### config.mk
export PLATFORM = sky130hd
export DESIGN_NAME = ism_ram
export DESIGN_NICKNAME = d
export VERILOG_FILES = /design/src/rtl/ism_ram.sv
export SDC_FILE = /design/constraint.sdc
export NUM_CORES = 1
export LEC_CHECK = 0
export BUFFER_PORTS_ARGS = -buffer_cell sky130_fd_sc_hd__buf_4
export CORE_ASPECT_RATIO = 0.75
export CORE_MARGIN = 4
export CORE_UTILIZATION = 50
export DETAILED_ROUTE_END_ITERATION = 10
export MAX_ROUTING_LAYER = met4
export PLACE_DENSITY = 0.64
export SLEW_MARGIN = 10
export SYNTH_ARGS = -nofsm -noshare
export SYNTH_HDL_FRONTEND = slang
export SYNTH_SLANG_ARGS = --single-unit
### constraint.sdc
create_clock -name clk -period 1.8 [get_ports clk]
set_input_delay 0.18 -clock clk [delete_from_list [all_inputs] [get_ports clk]]
set_output_delay 0.18 -clock clk [all_outputs]
set_load 0.005 [all_outputs]
### src/rtl/ism_ram.sv
// Generic simple dual-port RAM: one write port, one read port, registered read.
// Stand-alone; no package dependency.
`timescale 1ns / 1ps

module ism_ram #(
	parameter int WIDTH = 8,
	parameter int DEPTH = 16
) (
	input  logic                     clk,
	input  logic                     we,
	input  logic [$clog2(DEPTH)-1:0] waddr,
	input  logic [WIDTH-1:0]         wdata,
	input  logic                     re,
	input  logic [$clog2(DEPTH)-1:0] raddr,
	output logic [WIDTH-1:0]         rdata
);

	logic [WIDTH-1:0] mem [DEPTH];

	always_ff @(posedge clk) begin
		if (we) begin
			mem[waddr] <= wdata;
		end
		if (re) begin
			rdata <= mem[raddr];
		end
	end

endmodule

Yosys cells after proc, flatten, opt, wreduce, memory -nomap -nowiden

Memories as Yosys holds them, arrays and structs flattened. A register that Yosys moved wholly into a read port is not among the register bits.
Index checks and enable logic that the tools add are counted.

Bits of input ports: 19
Bits in registers: 0
Memory bits (writable): 128
Bits in latches: 0
Bits in read-only memories: 0
Output and inout port bits: 8
Memories: 1

Memories:

| name | words | width | rd ports | clocked after Yosys merged registers in | write ports | RTL line | source |
|---|---|---|---|---|---|---|---|
| mem  | 16    | 8     | 1        | 1                                       | 1           | 18       | `logic [WIDTH-1:0] mem [DEPTH];` |

Shifts and indexed selects: 0
Multiplexer cells: 2
Magnitude comparators: 0
Multipliers: 0
Reduce and logical (&&, ||, !) cells: 0
Div/mod/pow operators: 0
Equal/unequal tests: 0
Add/sub/neg operators: 0
Bitwise gates (word level): 0

Operators with widths:

| kind             | count |
|---|---|
| 1-bit 2-to-1 mux | 2 |

Logic depth before layout (Yosys ltp)

Gate-level depths: netlist of run 1.

Word-level depth: 2
Mapped depth: 5

Worst setup path before layout of run 1

OpenSTA, ideal clock, no wires.

Kind: input to register
Start point: input port waddr[2]
End point: memory mem[0][0] (enable)
Setup time: 0.383 ns
Path slack: 0.127 ns
Arrival time: 1.290 ns
Stages: 2
Path buffers: 0
Cells stage by stage: or3b_2 -> nor3_1

RTL lines:

| element            | RTL line | source |
|---|---|---|
| start: declaration | 11       | `input logic [$clog2(DEPTH)-1:0] waddr,` |
| end: declaration   | 18       |  |

Straight into the memory's write port.

==> flow_metrics.tcl, run 1 <==
set metrics [dict create \
    run_status "finished clean" \
    power_density_mw_per_mm2 1170 \
    headroom_to_the_max_slew_limit 0.721 \
    cellLeakagePower_nw 2.15 \
    cts_resized 0 \
    place.gp.congestion 0.737 \
    gate_count_of_the_mapped_netlist 229 \
    capture_endpoint_of_the_worst_hold_path "mem[6][5]$_DFFE_PP_" \
    drt.antenna.violating_nets 0 \
    syn_nets 248 \
    insertion_delay_ns 0.41 \
    cp_data_required_time_ns 1.94 \
    syn2layout_area_growth_pct 20.5 \
    crit_path_max_fanout 1 \
    yosys_warnings 0 \
    drt-pass1-iter-count 4 \
    synth_top_area_share 0.781 \
    worst_clock_skew_ns 0.00463 \
    grt_setup_unrepaired "false" \
    finalHoldWorstSlack_ns 0.0761 \
    num_vias 2490 \
    timing.critical_path.arrival_ns 1.65 \
    setup-tns-final_ns 0 \
    synth_cell_types 18 \
    slew_violations 0 \
    worstPathCellList "mux4_2 -> a22oi_1 -> nand2_1" \
    post_synth_main_area_contributors "sky130_fd_sc_hd__edfxtp_1, sky130_fd_sc_hd__mux4_2, sky130_fd_sc_hd__mux4_1, sky130_fd_sc_hd__a22oi_1, sky130_fd_sc_hd__nor2_1" \
    cts.path.max_buffers 2 \
    detail_route.vias_per_cell 5.72 \
    setup_cp_type "register to register" \
    diodes 0 \
    initial_antenna_violation_count 0 \
    ctsRootBufferMaster "sky130_fd_sc_hd__clkbuf_16" \
    ff2ff_setup_slack_ns 0.28 \
    total_track_usage 0.191 \
    worst_pin_slew_ns 0.419 \
    detail_route.drc_violations 0 \
    clk_pin_slew_ns 0.05 \
    yosys-mux-area-fraction 0.148 \
    finalHoldViolCount 0 \
    critPathLaunchType "register" \
    combinational_family_with_the_most_area_after_synthesis "multiplexers" \
    chipHeight_um 96.6 \
    clkSinkCount 136 \
    num-nets-final 307 \
    slowest_stage "sky130_fd_sc_hd__mux4_2" \
    layout.cells.most_common "sky130_fd_sc_hd__edfxtp_1" \
    synth_seq_area_share 0.781 \
    boundaryPins 27 \
    die_x_um 126 \
    max_stage_delay_ns 0.47 \
    cap_violations 0 \
    initial_utilization 0.510 \
    postLayoutCellArea_sq_mm 0.00630 \
    numCtsBuffers 17 \
    netlist.top_cell.by_area "sky130_fd_sc_hd__edfxtp_1" \
    post_synth_instance_area_sq_mm 0.00523 \
    synthXorXnorAreaFrac 0 \
    tritoncts "done" \
    post_cts_hold_buffer_count 0 \
    buffers_on_ports 26 \
    worstReg2RegEnd "rdata[7]$_DFFE_PP_" \
    regArea_sq_mm 0.00408 \
    power_total_mw 7.39 \
    rows 32 \
    critPathTopFamily "multiplexers" \
    synthAdderAreaFrac 0 \
    hold_path_class "input port to register" \
    grt_max_degree 18 \
    synth_compound_area_frac 0.0230 \
    layout_common_cells "sky130_fd_sc_hd__edfxtp_1, sky130_fd_sc_hd__buf_4, sky130_fd_sc_hd__mux4_2" \
    multi_input_area_sq_mm 0.00106 \
    post_route_cells_drive_above_1_share 0.318 \
    reg2regPathDepth 3 \
    fp.dieArea_sq_mm 0.0122 \
    period_share 0.842 \
    setup_viol 0 \
    worstHoldStart "wdata[5]" \
    first_global_vias 2599 \
    wire_per_inst_um 23.1 \
    synth_seq_cells 136 \
    grt_first_pass_wirelength_um 15700 \
    layout_setup_ws_ns 0.284 \
    cp.buffers_inverters 0 \
    syn-mean-instance-area_sq_um 22.8 \
    vdd_drop_max_mv 0.867 \
    aggregate_routed_wire_length_um 10000 \
    clock_tree.htree_level_count 4 \
    holdPathStages 1 \
    final.min_clock_period_ns 1.52 \
    detailed_place_hpwl_um 6620 \
    synthSimpleGateAreaFrac 0.0314 \
    fill_cells 762 \
    drt_iter0_markers 259 \
    fmaxAchievable_mhz 660 \
    cts_setup_buffers 0 \
    overflow_after_grt 0 \
    core_area_sq_mm 0.0102 \
    critPathCaptureType "register" \
    minimum_setup_slack_after_placement_ns 0.0750 \
    placed_cell_area_sq_mm 0.00571 \
    timing.rr.start "mem[11][7]$_DFFE_PP_" \
]
==> state kept, by name (all words and copies together) (netlist names) <==
| register | count |
|---|---|
| rdata | 8 |
| mem | 128 |
==> power by group <==
| group | internal (mW) | switching [mW] |
|---|---|---|
| clock network | 2.27 | 1.17 |
| registers | 3.57 | 0.0202 |
| logic | 0.166 | 0.187 |
==> synth_stat cells <==
master                            instances
sky130_fd_sc_hd__nor2_1                  13
sky130_fd_sc_hd__mux4_2                  18
sky130_fd_sc_hd__nor3_1                   4
sky130_fd_sc_hd__or3b_2                   1
sky130_fd_sc_hd__mux4_1                  14
sky130_fd_sc_hd__buf_2                    3
sky130_fd_sc_hd__a22oi_1                 16
sky130_fd_sc_hd__nand3b_1                 2
sky130_fd_sc_hd__nand3_1                  1
sky130_fd_sc_hd__clkdlybuf4s25_2          3
sky130_fd_sc_hd__buf_4                    1
sky130_fd_sc_hd__edfxtp_1               136
sky130_fd_sc_hd__buf_6                    3
sky130_fd_sc_hd__nor2b_1                  1
sky130_fd_sc_hd__and2_1                   1
sky130_fd_sc_hd__nand2b_1                 2
sky130_fd_sc_hd__and2b_1                  1
sky130_fd_sc_hd__nand2_1                  9
==> worst register-to-register path, stage by stage (launching register included) <==
cell and delay [ns]:
sky130_fd_sc_hd__edfxtp_1 0.37, sky130_fd_sc_hd__mux4_2 0.47, sky130_fd_sc_hd__a22oi_1 0.31, sky130_fd_sc_hd__nand2_1 0.10
==> per-stage QoR <==
step | utilization | std cells
6_report | 0.615 | 435
5_1_grt | 0.615 | 435
4_1_cts | 0.615 | 435
3_5_place_dp | 0.557 | 405
3_3_place_gp | 0.557 | 405
2_1_floorplan | - | 229
==> worst max-delay path by stage <==
stage | start | to | slack, ns | cells past startpoint
floorplan | waddr[2] | mem[0][0]$_DFFE_PP_ | 0.13 | 2
global placement | raddr[0] | rdata[0]$_DFFE_PP_ | 0.10 | 5
detailed placement | raddr[0] | rdata[0]$_DFFE_PP_ | 0.07 | 5
CTS | mem[11][7]$_DFFE_PP_ | rdata[7]$_DFFE_PP_ | 0.28 | 3
global route | mem[1][0]$_DFFE_PP_ | rdata[0]$_DFFE_PP_ | 0.27 | 3
finish | mem[11][7]$_DFFE_PP_ | rdata[7]$_DFFE_PP_ | 0.28 | 3
==> per-layer routing <==
| layer | GRT usage | routed length, um |
|---|---|---|
| met1 | 0.261 | 4440 |
| met2 | 0.271 | 4730 |
| met5 | - | 0 |
| met3 | 0.0527 | 709 |
| met4 | 0.0866 | 166 |
==> final cells by class <==
class / instances / share of cell area
sequential: 136 / 0.648
clock inverter: 12 / 0.0252
multi-input combinational: 83 / 0.168
tap: 136 / 0.0270
timing repair buffer: 50 / 0.0636
clock buffer: 18 / 0.0681
==> cells by family after synthesis <==
family          after synthesis
mux                          32
buf+inv                      10
simple gates                 35
flops                       136
compound gates               16
Note: power is estimated with default switching activity, not from simulation.
==> inputs of run 2 (changes only) <==
- ABC_AREA: not set -> 1
- PLACE_DENSITY: 0.64 -> 0.67
- clock period: 1.8 -> 1.2 ns (I/O delays scaled with it)
==> run 2 against run 1 <==
Final cell count rose by 77%. Synthesized cell count is 140% higher. Core utilization up 0.96 points. Combinational power grew 100%. Routed wire length increased by 31%. Die area grew 11%. Design area grew 11%. Clock skew grew 0.0046 ns. Critical endpoint is now rdata[4]. Highest routed layer unchanged.
==> flow_metrics.tcl, run 2 <==
set metrics [dict create \
    run_status "finished clean" \
    tritoncts "done" \
    slew_violations 0 \
    top_regs "mem x128, rdata x8" \
    finalHoldWorstSlack_ns 0.0215 \
    worst_clock_skew_ns 0.00925 \
    regMostFlops "mem" \
    post_synth_most_frequent_cells "sky130_fd_sc_hd__nand2_1, sky130_fd_sc_hd__edfxtp_1, sky130_fd_sc_hd__inv_1, sky130_fd_sc_hd__nand3_1, sky130_fd_sc_hd__nor2_1" \
    layout_setup_ws_ns 0.0690 \
    final.min_clock_period_ns 1.13 \
    power_switching_mw 2.44 \
    crit_path_max_fanout 1 \
    max_stage_delay_ns 0.43 \
    initial_utilization 0.523 \
    num-nets-final 617 \
    gate_count_of_the_mapped_netlist 551 \
    fp.dieArea_sq_mm 0.0135 \
    die_x_um 133 \
    drt_iter0_markers 394 \
    minimum_setup_slack_after_placement_ns -0.0772 \
    core_area_sq_mm 0.0112 \
    cp_data_required_time_ns 1.08 \
    cap_violations 0 \
    internal_power_mw 9.08 \
    worst_pin_slew_ns 0.334 \
    grt_setup_unrepaired "false" \
    layout.cells.most_common "sky130_fd_sc_hd__nand2_1" \
    cts.path.max_buffers 2 \
    chipHeight_um 102 \
    timing.critical_path.arrival_ns 1.01 \
    syn_nets 570 \
    critPathLaunchType "register" \
    aggregate_routed_wire_length_um 13100 \
    clk_pin_slew_ns 0.06 \
    clock_tree.htree_level_count 4 \
    cts_setup_buffers 0 \
    worstSetupStartpoint "rdata[4]$_DFFE_PP_" \
    synth_seq_area_share 0.698 \
    drt.antenna.violating_nets 0 \
    p_clk_frac 0.471 \
    overflow_after_grt 0 \
    yosysMostFrequentCell "sky130_fd_sc_hd__nand2_1" \
    syn-mean-instance-area_sq_um 10.6 \
    initial_antenna_violation_count 0 \
    vdd_drop_max_mv 1.28 \
    worstHoldStart "re" \
    timing.rr.start "mem[15][5]$_DFFE_PP_" \
    hold_path_class "input port to register" \
    netlist.top_cell.by_area "sky130_fd_sc_hd__edfxtp_1" \
    headroom_to_the_max_slew_limit 0.777 \
    detail_route.drc_violations 0 \
    largest_register_ffs 128 \
    post_synth_instance_area_sq_mm 0.00585 \
    slowest_stage "sky130_fd_sc_hd__edfxtp_1" \
    setup_viol 0 \
    detail_route.vias_per_cell 5.15 \
    yosys_warnings 0 \
    power_total_mw 11.5 \
    synth-edff-count 136 \
    synth_cell_types 11 \
    first_global_vias 3686 \
    fin_util 0.624 \
    ctsRootBufferMaster "sky130_fd_sc_hd__clkbuf_16" \
    rows 33 \
    holdPathStages 1 \
    drt-pass1-iter-count 5 \
    endpoint "rdata[4]" \
    diodes 0 \
    total_track_usage 0.210 \
    boundaryPins 27 \
    cp.buffers_inverters 1 \
    setup_cp_type "register to output pin" \
    post_route_cells_drive_above_1_share 0.141 \
    synthArstFlopShare 0 \
    place.gp.congestion 0.850 \
    fmaxAchievable_mhz 884 \
    grt_first_pass_wirelength_um 20500 \
    period_share 0.942 \
    reg2regPathDepth 6 \
    buffers_on_ports 26 \
    post_cts_hold_buffer_count 0 \
    finalHoldViolCount 0 \
    worstReg2RegEnd "rdata[5]$_DFFE_PP_" \
    power_density_mw_per_mm2 1650 \
    numCtsBuffers 17 \
    syn2layout_area_growth_pct 19.5 \
    grt_max_degree 38 \
    dp.cells 736 \
    ff2ff_setup_slack_ns 0.09 \
    post_layout_nonfiller_instances 768 \
    cts_resized 0 \
    num_vias 3954 \
    critPathCaptureType "output pin" \
    share_comb_of_total_power 0.061 \
    fill_cells 863 \
    critical_path_depth 1 \
    cellLeakagePower_nw 3.00 \
    post_synth_main_area_contributors "sky130_fd_sc_hd__edfxtp_1, sky130_fd_sc_hd__nand2_1, sky130_fd_sc_hd__nand3_1, sky130_fd_sc_hd__inv_1, sky130_fd_sc_hd__buf_6" \
    worstPathCellList "buf_4" \
    regArea_sq_mm 0.00408 \
    critPathTopFamily "flip-flops" \
    synth_seq_cells 136 \
    power.share.sequential 0.468 \
    dominantRegCellSynth "sky130_fd_sc_hd__edfxtp_1" \
    synth_top_area_share 0.698 \
    multi_input_area_sq_mm 0.00121 \
    clkSinkCount 136 \
    insertion_delay_ns 0.41 \
    switching_share 0.212 \
    wire_per_inst_um 17.1 \
    layout_common_cells "sky130_fd_sc_hd__nand2_1, sky130_fd_sc_hd__edfxtp_1, sky130_fd_sc_hd__inv_1" \
    detailed_place_hpwl_um 8100 \
]
## run 2: cells by family (layout without fill, tap and decap cells)
logic type	count (synthesis)	count (layout)	share of synthesized area
DFF	136	136	0.698
and+or+nand+nor	289	289	0.208
buffers and inverters	126	186	0.0939
## run 2: per-stage QoR
stage | area [sq um] | TNS [ns]
6_report | 6980 | 0
5_1_grt | 6980 | 0
4_1_cts | 6980 | 0
3_5_place_dp | 6350 | -0.364
3_3_place_gp | 6350 | -0.209
2_1_floorplan | 5850 | 0
## run 2: worst min path at each step
stage	endpoint
3_3_place_gp	rdata[0]$_DFFE_PP_
3_5_place_dp	rdata[0]$_DFFE_PP_
6_report	rdata[0]$_DFFE_PP_
5_1_grt	rdata[0]$_DFFE_PP_
4_1_cts	rdata[0]$_DFFE_PP_
2_1_floorplan	mem[0][0]$_DFFE_PP_
## run 2: final cells by class
cell class                 count  share of cell area
timing repair buffer          52              0.0684
clock buffer                  17              0.0609
clock inverter                15              0.0292
inverter                     102              0.0548
tap                          157              0.0281
multi-input combinational    289               0.174
sequential                   136               0.585
## run 2: power by group through the flow
stage                     clock [mW]  combinational, mW  sequential [mW]
final                           5.43              0.704             5.39
after global routing            5.75              0.781             5.39
after CTS                       5.51              0.708             5.39
after detailed placement           0              0.701             5.49
after global placement             0              0.683             5.48
after floorplan                    0              0.375             5.48
## run 2: layer usage
metal | GRT usage | wire length, um | part of all wire
met1 | 0.296 | 6090 | 0.46
met2 | 0.309 | 5990 | 0.46
met3 | 0.0586 | 890 | 0.068
met4 | 0.0431 | 137 | 0.010
met5 | - | 0 | 0
